[config.mk]
export PLATFORM = sky130hd
export DESIGN_NAME = dust_sensor_average_convert_flat
export DESIGN_NICKNAME = d
export VERILOG_FILES = /design/src/hw/rtl/dsac_pkg.sv /design/src/hw/rtl/dsac_req_if.sv /design/src/hw/rtl/dsac_rsp_if.sv /design/src/hw/rtl/dsac_front.sv /design/src/hw/rtl/dsac_queue.sv /design/src/hw/rtl/dsac_back.sv /design/src/hw/rtl/dust_sensor_average_convert.sv /design/src/flat_wrapper.sv
export SDC_FILE = /design/constraint.sdc
export NUM_CORES = 1
export LEC_CHECK = 0
export BUFFER_PORTS_ARGS = -buffer_cell sky130_fd_sc_hd__buf_2
export CAP_MARGIN = 15
export CORE_MARGIN = 1.5
export CORE_UTILIZATION = 50
export DETAILED_ROUTE_END_ITERATION = 6
export PLACE_DENSITY = 0.76
export SYNTH_ARGS = -nofsm -noshare
export SYNTH_HDL_FRONTEND = slang
export SYNTH_HIERARCHICAL = 1
export SYNTH_SLANG_ARGS = --single-unit
[constraint.sdc]
create_clock -name clock -period 13.4 [get_ports clock]
set_input_delay 2.68 -clock clock [delete_from_list [all_inputs] [get_ports clock]]
set_output_delay 2.68 -clock clock [all_outputs]
set_load 0.005 [all_outputs]
[src/hw/rtl/dsac_pkg.sv]
// Shared types and constants of the dust sensor average and convert block.
`default_nettype none

package dsac_pkg;

   localparam int SAMPLE_W  = 12;
   localparam int MV_W      = 16;
   localparam int DENSITY_W = 24;
   localparam int SCALE_W   = 16;
   localparam int GAIN_W    = 5;
   localparam int OFFSET_W  = 16;
   localparam int DPMV_W    = 8;
   localparam int MV_FRAC_W = 10;

   localparam int CSR_INDEX_W = 2;
   localparam int CSR_DATA_W  = 16;

   localparam logic [CSR_INDEX_W-1:0] CSR_MV_PER_COUNT  = 2'd0;
   localparam logic [CSR_INDEX_W-1:0] CSR_DIVIDER_GAIN  = 2'd1;
   localparam logic [CSR_INDEX_W-1:0] CSR_NO_DUST_MV    = 2'd2;
   localparam logic [CSR_INDEX_W-1:0] CSR_DENSITY_PER_MV = 2'd3;

   localparam logic [SCALE_W-1:0]  RESET_MV_PER_COUNT   = 16'd5000;
   localparam logic [GAIN_W-1:0]   RESET_DIVIDER_GAIN   = 5'd11;
   localparam logic [OFFSET_W-1:0] RESET_NO_DUST_MV     = 16'd600;
   localparam logic [DPMV_W-1:0]   RESET_DENSITY_PER_MV = 8'd51;

   localparam int QUEUE_DEPTH = 2;

   typedef struct packed {
      logic [SCALE_W-1:0]  mv_per_count_q10;
      logic [GAIN_W-1:0]   divider_gain;
      logic [OFFSET_W-1:0] no_dust_mv;
      logic [DPMV_W-1:0]   density_per_mv_q8;
   } cfg_type;

   // prime: first sample after reset, fills the whole window
   typedef struct packed {
      logic                prime;
      logic [SAMPLE_W-1:0] sample;
   } item_type;

   typedef struct packed {
      logic     push;
      item_type item;
   } push_type;

   typedef struct packed {
      logic     valid;
      item_type item;
   } head_type;

   typedef enum logic [2:0] {
      BK_IDLE,
      BK_SUM,
      BK_DIV,
      BK_MV1,
      BK_MV2,
      BK_DENS
   } back_state_type;

endpackage

`default_nettype wire

[src/hw/rtl/dsac_req_if.sv]
// Sample channel: valid, ready and one raw ADC count per beat.
`default_nettype none

interface dsac_req_if import dsac_pkg::*; ();
   logic                valid;
   logic                ready;
   logic [SAMPLE_W-1:0] sample;

   modport source (output valid, output sample, input ready);
   modport sink   (input valid, input sample, output ready);
endinterface

`default_nettype wire

[src/hw/rtl/dsac_rsp_if.sv]
// Result channel: valid, ready and the average, voltage and density of one beat.
`default_nettype none

interface dsac_rsp_if import dsac_pkg::*; ();
   logic                 valid;
   logic                 ready;
   logic [SAMPLE_W-1:0]  average_count;
   logic [MV_W-1:0]      sensed_mv;
   logic [DENSITY_W-1:0] density_q8;

   modport source (output valid, output average_count, output sensed_mv,
                   output density_q8, input ready);
   modport sink   (input valid, input average_count, input sensed_mv,
                   input density_q8, output ready);
endinterface

`default_nettype wire

[src/hw/rtl/dsac_front.sv]
// Front end: accepts sample beats and tags the first one after reset as priming.
`default_nettype none

module dsac_front import dsac_pkg::*; (
   input  logic          clock,
   input  logic          reset,
   dsac_req_if.sink      req_ch,
   input  logic          queue_full,
   output push_type      push
);

   logic primed_ff;
   logic primed_in;
   logic accept;

   assign req_ch.ready = !queue_full;
   assign accept       = req_ch.valid && !queue_full;
   assign primed_in    = primed_ff || accept;

   always_comb begin
      push.push        = accept;
      push.item.prime  = !primed_ff;
      push.item.sample = req_ch.sample;
   end

   always_ff @(posedge clock) begin
      if (reset) begin
         primed_ff <= 1'b0;
      end else begin
         primed_ff <= primed_in;
      end
   end

endmodule

`default_nettype wire

[src/hw/rtl/dsac_queue.sv]
// Two-entry queue between the front end and the back end.
`default_nettype none

module dsac_queue import dsac_pkg::*; (
   input  logic     clock,
   input  logic     reset,
   input  push_type push,
   input  logic     pop,
   output logic     full,
   output head_type head
);

   localparam int PTR_W = $clog2(QUEUE_DEPTH);
   localparam int CNT_W = $clog2(QUEUE_DEPTH + 1);

   item_type           entry_ff [QUEUE_DEPTH];
   logic [PTR_W-1:0]   wr_ptr_ff;
   logic [PTR_W-1:0]   wr_ptr_in;
   logic [PTR_W-1:0]   rd_ptr_ff;
   logic [PTR_W-1:0]   rd_ptr_in;
   logic [CNT_W-1:0]   count_ff;
   logic [CNT_W-1:0]   count_in;
   logic               do_pop;

   assign full       = (count_ff == CNT_W'(QUEUE_DEPTH));
   assign head.valid = (count_ff != '0);
   assign head.item  = entry_ff[rd_ptr_ff];
   assign do_pop     = pop && head.valid;

   always_comb begin
      wr_ptr_in = wr_ptr_ff;
      rd_ptr_in = rd_ptr_ff;
      count_in  = count_ff;
      if (push.push) begin
         wr_ptr_in = (wr_ptr_ff == PTR_W'(QUEUE_DEPTH - 1)) ? '0 : wr_ptr_ff + 1'b1;
      end
      if (do_pop) begin
         rd_ptr_in = (rd_ptr_ff == PTR_W'(QUEUE_DEPTH - 1)) ? '0 : rd_ptr_ff + 1'b1;
      end
      if (push.push && !do_pop) begin
         count_in = count_ff + 1'b1;
      end else if (do_pop && !push.push) begin
         count_in = count_ff - 1'b1;
      end
   end

   always_ff @(posedge clock) begin
      if (push.push) begin
         entry_ff[wr_ptr_ff] <= push.item;
      end
   end

   always_ff @(posedge clock) begin
      if (reset) begin
         wr_ptr_ff <= '0;
         rd_ptr_ff <= '0;
         count_ff  <= '0;
      end else begin
         wr_ptr_ff <= wr_ptr_in;
         rd_ptr_ff <= rd_ptr_in;
         count_ff  <= count_in;
      end
   end

endmodule

`default_nettype wire

[src/hw/rtl/dsac_back.sv]
// Back end: window memory, running sum, average and the conversion multiplies.
`default_nettype none

module dsac_back import dsac_pkg::*; #(
   parameter int WINDOW = 8
) (
   input  logic        clock,
   input  logic        reset,
   input  cfg_type     cfg,
   input  head_type    head,
   output logic        pop,
   dsac_rsp_if.source  rsp_ch
);

   localparam int WIN_LOG = $clog2(WINDOW);
   localparam int SLOT_W  = (WINDOW > 1) ? WIN_LOG : 1;
   localparam int SUM_W   = SAMPLE_W + WIN_LOG;
   localparam int SHIFT   = SUM_W + WIN_LOG;
   localparam int RECIP_W = SUM_W + 1;
   localparam int QPROD_W = SUM_W + RECIP_W;
   localparam logic [RECIP_W-1:0] RECIP = RECIP_W'((2 ** SHIFT + WINDOW - 1) / WINDOW);
   localparam int MVP_W   = SAMPLE_W + SCALE_W;
   localparam int FULL_W  = MVP_W + GAIN_W;

   back_state_type state_ff;
   back_state_type state_in;

   logic [SAMPLE_W-1:0] window_mem [WINDOW];
   logic [SAMPLE_W-1:0] old_ff;

   logic [SAMPLE_W-1:0] sample_ff;
   logic [SAMPLE_W-1:0] sample_in;
   logic                prime_ff;
   logic                prime_in;
   logic [SAMPLE_W-1:0] fill_value_ff;
   logic [SAMPLE_W-1:0] fill_value_in;
   logic                lapped_ff;
   logic                lapped_in;
   logic [SLOT_W-1:0]   slot_ff;
   logic [SLOT_W-1:0]   slot_in;
   logic [SUM_W-1:0]    sum_ff;
   logic [SUM_W-1:0]    sum_in;
   logic [QPROD_W-1:0]  qprod_ff;
   logic [QPROD_W-1:0]  qprod_in;
   logic [SAMPLE_W-1:0] avg_ff;
   logic [SAMPLE_W-1:0] avg_in;
   logic [MVP_W-1:0]    mvprod_ff;
   logic [MVP_W-1:0]    mvprod_in;
   logic [MV_W-1:0]     mv_ff;
   logic [MV_W-1:0]     mv_in;

   logic                 out_valid_ff;
   logic                 out_valid_in;
   logic [SAMPLE_W-1:0]  out_avg_ff;
   logic [MV_W-1:0]      out_mv_ff;
   logic [DENSITY_W-1:0] out_dens_ff;
   logic [DENSITY_W-1:0] dens_in;

   logic                 out_free;
   logic                 load_out;
   logic                 sum_step;
   logic                 mem_write;
   logic [SAMPLE_W-1:0]  old_value;
   logic [FULL_W-1:0]    full_mv;
   logic [FULL_W-MV_FRAC_W-1:0] mv_shifted;

   assign out_free = !out_valid_ff || rsp_ch.ready;

   // next state
   always_comb begin
      state_in = state_ff;
      unique case (state_ff)
         BK_IDLE: state_in = head.valid ? BK_SUM : BK_IDLE;
         BK_SUM:  state_in = BK_DIV;
         BK_DIV:  state_in = BK_MV1;
         BK_MV1:  state_in = BK_MV2;
         BK_MV2:  state_in = BK_DENS;
         BK_DENS: begin
            if (out_free) begin
               state_in = head.valid ? BK_SUM : BK_IDLE;
            end
         end
         default: state_in = BK_IDLE;
      endcase
   end

   // control outputs
   always_comb begin
      pop      = 1'b0;
      load_out = 1'b0;
      sum_step = 1'b0;
      unique case (state_ff)
         BK_IDLE: pop = head.valid;
         BK_SUM:  sum_step = 1'b1;
         BK_DENS: begin
            load_out = out_free;
            pop      = out_free && head.valid;
         end
         default: begin
         end
      endcase
   end

   assign mem_write = sum_step && !prime_ff;
   assign old_value = lapped_ff ? old_ff : fill_value_ff;

   always_comb begin
      sample_in     = pop ? head.item.sample : sample_ff;
      prime_in      = pop ? head.item.prime : prime_ff;
      fill_value_in = fill_value_ff;
      lapped_in     = lapped_ff;
      slot_in       = slot_ff;
      sum_in        = sum_ff;
      if (sum_step) begin
         if (prime_ff) begin
            fill_value_in = sample_ff;
            lapped_in     = 1'b0;
            slot_in       = '0;
            sum_in        = SUM_W'(sample_ff) * SUM_W'(WINDOW);
         end else begin
            sum_in = sum_ff - SUM_W'(old_value) + SUM_W'(sample_ff);
            if (slot_ff == SLOT_W'(WINDOW - 1)) begin
               slot_in   = '0;
               lapped_in = 1'b1;
            end else begin
               slot_in = slot_ff + 1'b1;
            end
         end
      end
   end

   // average by reciprocal multiply, then the two scale multiplies
   assign qprod_in   = QPROD_W'(sum_ff) * QPROD_W'(RECIP);
   assign avg_in     = qprod_ff[SHIFT +: SAMPLE_W];
   assign mvprod_in  = MVP_W'(avg_in) * MVP_W'(cfg.mv_per_count_q10);
   assign full_mv    = FULL_W'(mvprod_ff) * FULL_W'(cfg.divider_gain);
   assign mv_shifted = full_mv[FULL_W-1:MV_FRAC_W];
   assign mv_in      = (|mv_shifted[FULL_W-MV_FRAC_W-1:MV_W]) ? {MV_W{1'b1}}
                                                               : mv_shifted[MV_W-1:0];
   assign dens_in    = (mv_ff >= cfg.no_dust_mv)
                       ? DENSITY_W'(mv_ff - cfg.no_dust_mv) * DENSITY_W'(cfg.density_per_mv_q8)
                       : '0;

   assign out_valid_in = load_out ? 1'b1 : (rsp_ch.ready ? 1'b0 : out_valid_ff);

   always_ff @(posedge clock) begin
      if (pop) begin
         old_ff <= window_mem[slot_ff];
      end
      if (mem_write) begin
         window_mem[slot_ff] <= sample_ff;
      end
   end

   always_ff @(posedge clock) begin
      sample_ff     <= sample_in;
      prime_ff      <= prime_in;
      fill_value_ff <= fill_value_in;
      if (state_ff == BK_DIV) begin
         qprod_ff <= qprod_in;
      end
      if (state_ff == BK_MV1) begin
         avg_ff    <= avg_in;
         mvprod_ff <= mvprod_in;
      end
      if (state_ff == BK_MV2) begin
         mv_ff <= mv_in;
      end
      if (load_out) begin
         out_avg_ff  <= avg_ff;
         out_mv_ff   <= mv_ff;
         out_dens_ff <= dens_in;
      end
   end

   always_ff @(posedge clock) begin
      if (reset) begin
         state_ff     <= BK_IDLE;
         lapped_ff    <= 1'b0;
         slot_ff      <= '0;
         sum_ff       <= '0;
         out_valid_ff <= 1'b0;
      end else begin
         state_ff     <= state_in;
         lapped_ff    <= lapped_in;
         slot_ff      <= slot_in;
         sum_ff       <= sum_in;
         out_valid_ff <= out_valid_in;
      end
   end

   assign rsp_ch.valid         = out_valid_ff;
   assign rsp_ch.average_count = out_avg_ff;
   assign rsp_ch.sensed_mv     = out_mv_ff;
   assign rsp_ch.density_q8    = out_dens_ff;

endmodule

`default_nettype wire

[src/hw/rtl/dust_sensor_average_convert.sv]
// Top level of the dust sensor window average and millivolt/density converter.
`default_nettype none

// Each sample beat yields one result beat: the truncated average of the last
// WINDOW samples (the first sample after reset fills the whole window), that
// average converted to millivolts with the Q10 scale and divider gain and
// saturated at 65535, and the Q8 dust density above the no-dust offset,
// clamped at zero. Samples go into a two-entry queue; the back end handles
// one at a time, stepping through the running-sum update and the chain of
// four multiplies (reciprocal for the average, scale, gain and density),
// each followed by a register. A finished result waits in an output
// register while the next sample is worked on. Registers are written
// through csr_we, csr_index and csr_wdata; the user must do so only while no
// sample is in flight, which the block itself does not enforce.
module dust_sensor_average_convert import dsac_pkg::*; #(
   parameter int WINDOW = 8
) (
   input  logic                   clock,
   input  logic                   reset,
   dsac_req_if.sink               req_ch,
   dsac_rsp_if.source             rsp_ch,
   input  logic                   csr_we,
   input  logic [CSR_INDEX_W-1:0] csr_index,
   input  logic [CSR_DATA_W-1:0]  csr_wdata
);

   cfg_type  cfg_ff;
   cfg_type  cfg_in;
   push_type push;
   head_type head;
   logic     queue_full;
   logic     pop;

   always_comb begin
      cfg_in = cfg_ff;
      if (csr_we) begin
         unique case (csr_index)
            CSR_MV_PER_COUNT:   cfg_in.mv_per_count_q10  = csr_wdata;
            CSR_DIVIDER_GAIN:   cfg_in.divider_gain      = csr_wdata[GAIN_W-1:0];
            CSR_NO_DUST_MV:     cfg_in.no_dust_mv        = csr_wdata;
            CSR_DENSITY_PER_MV: cfg_in.density_per_mv_q8 = csr_wdata[DPMV_W-1:0];
            default: begin
            end
         endcase
      end
   end

   always_ff @(posedge clock) begin
      if (reset) begin
         cfg_ff.mv_per_count_q10  <= RESET_MV_PER_COUNT;
         cfg_ff.divider_gain      <= RESET_DIVIDER_GAIN;
         cfg_ff.no_dust_mv        <= RESET_NO_DUST_MV;
         cfg_ff.density_per_mv_q8 <= RESET_DENSITY_PER_MV;
      end else begin
         cfg_ff <= cfg_in;
      end
   end

   dsac_front u_front (
      .clock      (clock),
      .reset      (reset),
      .req_ch     (req_ch),
      .queue_full (queue_full),
      .push       (push)
   );

   dsac_queue u_queue (
      .clock (clock),
      .reset (reset),
      .push  (push),
      .pop   (pop),
      .full  (queue_full),
      .head  (head)
   );

   dsac_back #(
      .WINDOW (WINDOW)
   ) u_back (
      .clock  (clock),
      .reset  (reset),
      .cfg    (cfg_ff),
      .head   (head),
      .pop    (pop),
      .rsp_ch (rsp_ch)
   );

endmodule

`default_nettype wire

[src/flat_wrapper.sv]
// flat-port wrapper written by rule: the top's interface ports become plain ports
module dust_sensor_average_convert_flat import dsac_pkg::*;
#(
   parameter int WINDOW = 8
)
  (clock, reset, csr_we, csr_index, csr_wdata, req_ch_valid, req_ch_sample, req_ch_ready, rsp_ch_valid, rsp_ch_average_count, rsp_ch_sensed_mv, rsp_ch_density_q8, rsp_ch_ready);
  dsac_req_if req_ch_i ();
  dsac_rsp_if rsp_ch_i ();
  input  logic clock;
  input  logic reset;
  input  logic csr_we;
  input  logic [CSR_INDEX_W-1:0] csr_index;
  input  logic [CSR_DATA_W-1:0] csr_wdata;
  input wire logic [$bits(req_ch_i.valid)-1:0] req_ch_valid;
  input wire logic [$bits(req_ch_i.sample)-1:0] req_ch_sample;
  output wire logic [$bits(req_ch_i.ready)-1:0] req_ch_ready;
  output wire logic [$bits(rsp_ch_i.valid)-1:0] rsp_ch_valid;
  output wire logic [$bits(rsp_ch_i.average_count)-1:0] rsp_ch_average_count;
  output wire logic [$bits(rsp_ch_i.sensed_mv)-1:0] rsp_ch_sensed_mv;
  output wire logic [$bits(rsp_ch_i.density_q8)-1:0] rsp_ch_density_q8;
  input wire logic [$bits(rsp_ch_i.ready)-1:0] rsp_ch_ready;
  assign req_ch_i.valid = req_ch_valid;
  assign req_ch_i.sample = req_ch_sample;
  assign req_ch_ready = req_ch_i.ready;
  assign rsp_ch_valid = rsp_ch_i.valid;
  assign rsp_ch_average_count = rsp_ch_i.average_count;
  assign rsp_ch_sensed_mv = rsp_ch_i.sensed_mv;
  assign rsp_ch_density_q8 = rsp_ch_i.density_q8;
  assign rsp_ch_i.ready = rsp_ch_ready;
  dust_sensor_average_convert #(.WINDOW(WINDOW)) u_core (.clock(clock), .reset(reset), .req_ch(req_ch_i), .rsp_ch(rsp_ch_i), .csr_we(csr_we), .csr_index(csr_index), .csr_wdata(csr_wdata));
endmodule
==> flow_results.xml <==
<?xml version="1.0" encoding="UTF-8"?>
<metrics>
  <group name="setup_path">
    <metric name="setup.worst_path.class" unit="">reg2reg</metric>
    <metric name="critical-path-top-delay-family" unit="">adder cells</metric>
    <metric name="register_to_register_setup_slack" unit="ns">6.08</metric>
    <metric name="path_buf_inv" unit="">4</metric>
    <metric name="worstPathRequired" unit="ns">13.71</metric>
    <metric name="worst_r2r_startpoint" unit="">u_core/u_back/mv_ff[0]</metric>
    <metric name="crit_path_max_incr_delay" unit="ns">0.56</metric>
    <metric name="critical_path_at" unit="ns">7.63</metric>
    <metric name="endpoint_of_the_lowest_slack_register_to_register_path" unit="">u_core/u_back/rsp_ch.density_q8[23]</metric>
    <metric name="cpMaxStageDelayCell" unit="">fa_1</metric>
    <metric name="setup.worst_path.end_class" unit="">flip-flop</metric>
    <metric name="critPathMostFrequentCell" unit="">fa_1</metric>
    <metric name="path_max_fanout" unit="">8</metric>
    <metric name="reg2regPathDepth" unit="">28</metric>
    <metric name="startpoint_kind_of_the_worst_setup_timing_path" unit="">flip-flop</metric>
  </group>
  <group name="layout">
    <metric name="final-seq-area" unit="mm²">0.009859</metric>
    <metric name="final_layout_size_suffix_gt1_frac" unit="">0.08884</metric>
    <metric name="layout.nets" unit="">3340</metric>
    <metric name="final_util" unit="">0.5456</metric>
    <metric name="n_antenna_cell" unit="">0</metric>
    <metric name="areaGrowthSynthToFinish" unit="%">7.835</metric>
    <metric name="filler_cell_count" unit="">4837</metric>
    <metric name="area_of_combinational_cells_with_multiple_inputs" unit="mm²">0.01724</metric>
  </group>
  <group name="synth">
    <metric name="synth_sequential_area_ratio" unit="">0.3377</metric>
    <metric name="postSynthAreaPerCell" unit="µm²">10.60</metric>
    <metric name="synth_edf_count" unit="">279</metric>
    <metric name="synthesis.instances" unit="">2753</metric>
    <metric name="post-synth-top-area-cell" unit="">edfxtp_1</metric>
    <metric name="netlist_top_cells_area" unit="">edfxtp_1 29%, fa_1 23%, ha_1 8.0%</metric>
    <metric name="synth-seq-cells" unit="">353</metric>
    <metric name="synth_warnings" unit="">6</metric>
    <metric name="synth_largest_type_area_fraction" unit="">0.2870</metric>
    <metric name="synthTopCellsByCount" unit="">424 x inv_1, 333 x fa_1, 320 x nand2_1</metric>
    <metric name="synth_top_flop_cell" unit="">edfxtp_1</metric>
    <metric name="netlist_area" unit="mm²">0.02919</metric>
    <metric name="synth.lib_cells_used.distinct" unit="">92</metric>
    <metric name="share_of_synthesized_flip_flops_with_an_asynchronous_set_or_reset" unit="">0</metric>
    <metric name="yosys.cell_count.top_type" unit="">inv_1</metric>
    <metric name="synth_nets" unit="">3307</metric>
  </group>
  <group name="global_routing">
    <metric name="antenna_found_initial" unit="">2</metric>
    <metric name="groute.usage.overall" unit="">0.2178</metric>
    <metric name="overflow" unit="">0</metric>
    <metric name="grt_max_degree" unit="">100</metric>
    <metric name="grt_pass1_vias" unit="">20610</metric>
    <metric name="global_route_wire_length_before_repair" unit="µm">104700</metric>
  </group>
  <group name="route">
    <metric name="detail_route.wirelength" unit="µm">63650</metric>
    <metric name="avgRoutedWirePerCell" unit="µm">17.78</metric>
    <metric name="vias" unit="">19600</metric>
    <metric name="detailedRoute.firstIterationViolations" unit="">1456</metric>
    <metric name="drt.antenna.violating_nets" unit="">0</metric>
    <metric name="drt-pass1-iter-count" unit="">7</metric>
    <metric name="drt-vias-per-instance" unit="">5.477</metric>
    <metric name="drc" unit="">4</metric>
  </group>
  <group name="timing">
    <metric name="finalCritPeriodShare" unit="">0.5465</metric>
    <metric name="worst_hold_margin" unit="ns">0.4386</metric>
    <metric name="setup_repair_after_global_routing_missed_its_margin" unit="">false</metric>
    <metric name="finalWorstPathRequiredPeriod" unit="ns">7.322</metric>
    <metric name="finalSetupViolations" unit="">0</metric>
    <metric name="skew" unit="ns">0.02449</metric>
    <metric name="final.setup.tns" unit="ns">0</metric>
    <metric name="postLayoutSetupSlackWorst" unit="ns">6.078</metric>
    <metric name="hold_viol_final" unit="">0</metric>
    <metric name="timing.fmax" unit="MHz">136.6</metric>
    <metric name="actual_slew_at_the_worst_max_slew_pin" unit="ns">1.065</metric>
    <metric name="final_max_slew_viol_count" unit="">0</metric>
    <metric name="worst_slew_margin_rel" unit="">0.2887</metric>
  </group>
  <group name="worst_hold_path">
    <metric name="min_delay_path_depth" unit="">0</metric>
    <metric name="hold_path_startpoint" unit="">u_core/u_back/sum_ff[6]</metric>
    <metric name="hold_path_class" unit="">reg2reg</metric>
    <metric name="worst_hold_path.endpoint" unit="">u_core/u_back/qprod_ff[21]</metric>
  </group>
  <group name="job">
    <metric name="max-cap-violations" unit="">0</metric>
  </group>
  <group name="clock_network">
    <metric name="hold_buffers" unit="">0</metric>
    <metric name="cts-root-buf" unit="">clkbuf_16</metric>
    <metric name="post-cts-setup-buffer-count" unit="">0</metric>
    <metric name="cts_resized" unit="">0</metric>
    <metric name="ctsHtreeMaxLevel" unit="">2</metric>
    <metric name="ctsLongestPathBuffers" unit="">3</metric>
    <metric name="tritoncts_buffer_count" unit="">38</metric>
    <metric name="clk_transition_reported_paths" unit="ns">0.06</metric>
    <metric name="insertion_delay" unit="ns">0.59</metric>
    <metric name="tritoncts_num_sinks" unit="">353</metric>
    <metric name="cts_tree" unit="">yes</metric>
  </group>
  <group name="status">
    <metric name="outcome" unit="">finished, violations left</metric>
    <metric name="violations" unit="">DRC</metric>
  </group>
  <group name="floorplanning">
    <metric name="std_cell_rows" unit="">88</metric>
    <metric name="core_area" unit="mm²">0.05770</metric>
    <metric name="initial_core_util" unit="">0.5060</metric>
    <metric name="die_y" unit="µm">244.6</metric>
    <metric name="die_area" unit="mm²">0.05984</metric>
    <metric name="die_w" unit="µm">244.6</metric>
    <metric name="io_pins" unit="">89</metric>
  </group>
  <group name="pwr">
    <metric name="cellLeakagePower" unit="nW">13.63</metric>
    <metric name="worst_vdd_drop" unit="µV">249.8</metric>
    <metric name="fin_total_pwr" unit="mW">8.161</metric>
    <metric name="power.density_cell_area" unit="mW/mm²">259.2</metric>
  </group>
  <group name="placement">
    <metric name="detailed_place_hpwl" unit="µm">48580</metric>
    <metric name="dp_slack" unit="ns">6.158</metric>
    <metric name="portBuffers" unit="">88</metric>
    <metric name="place.gp.congestion" unit="">0.8941</metric>
  </group>
</metrics>
worst max-delay path by stage:
stage                            from                                  end  slack (ns)  cells after the start
6_report       u_core/u_back/mv_ff[0]  u_core/u_back/rsp_ch.density_q8[23]        6.08                     28
5_1_grt        u_core/u_back/mv_ff[0]  u_core/u_back/rsp_ch.density_q8[23]        5.70                     28
4_1_cts        u_core/u_back/mv_ff[0]  u_core/u_back/rsp_ch.density_q8[23]        6.12                     28
3_5_place_dp   u_core/u_back/mv_ff[0]  u_core/u_back/rsp_ch.density_q8[23]        6.16                     28
3_3_place_gp   u_core/u_back/mv_ff[0]  u_core/u_back/rsp_ch.density_q8[23]        6.44                     29
2_1_floorplan  u_core/u_back/mv_ff[2]  u_core/u_back/rsp_ch.density_q8[23]        7.06                     27
metal layers:
metal,routed length (µm),track usage,vias to the layer above
met5,11,0,-
met4,1307,0.05646,2
met3,4582,0.03991,93
met2,29930,0.3605,651
met1,27820,0.2958,9816
li1,-,-,9039
logic make-up after synthesis:
family / Yosys count / share of synthesized area
xor+xnor: 78 / 0.02340
fa+ha+maj: 519 / 0.3081
compound gates: 306 / 0.07265
simple gates: 868 / 0.1497
buf+inv: 534 / 0.07188
mux: 95 / 0.03660
flops: 353 / 0.3377
state kept, by name, summed over array words and instances, names as in the netlist, 15 cells and up, named ones only:
signal and count:
u_core/u_back/window_mem 96, u_core/cfg_ff 45, u_core/u_back/mvprod_ff 28, u_core/u_queue/entry_ff 26, u_core/u_back/rsp_ch.density_q8 24, u_core/u_back/mv_ff 16, u_core/u_back/rsp_ch.sensed_mv 16, u_core/u_back/sum_ff 15
power by group:
group,switching (mW),internal (mW),leakage [nW]
logic,3.03,2.27,9.90
clock network,0.446,0.602,0.611
registers,0.217,1.59,3.12
total,3.69,4.47,13.6
layout by cell type, fill, tap and decap left out, drive strengths merged, types with 62 or more instances in the layout:
cell,count
ha,186
inv,427
a21oi,83
edfxtp,279
dfxtp,74
buf,103
nand2,320
and2,191
o21ai,62
nor2,132
fa,333
final cells by class:
class	count	area share
clock buffer	48	0.03331
clock inverter	20	0.006955
inverter	424	0.05056
multi-input combinational	1866	0.5478
sequential	353	0.3132
tap	765	0.03041
timing repair buffer	103	0.01781
metrics by stage:
stage | std cells | cell area, µm²
after floorplan | 2753 | 29190
after global placement | 3510 | 30200
after detailed placement | 3510 | 30200
after global routing | 3579 | 31480
after CTS | 3578 | 31470
final | 3579 | 31480
Power figures use the tool's default switching activity.
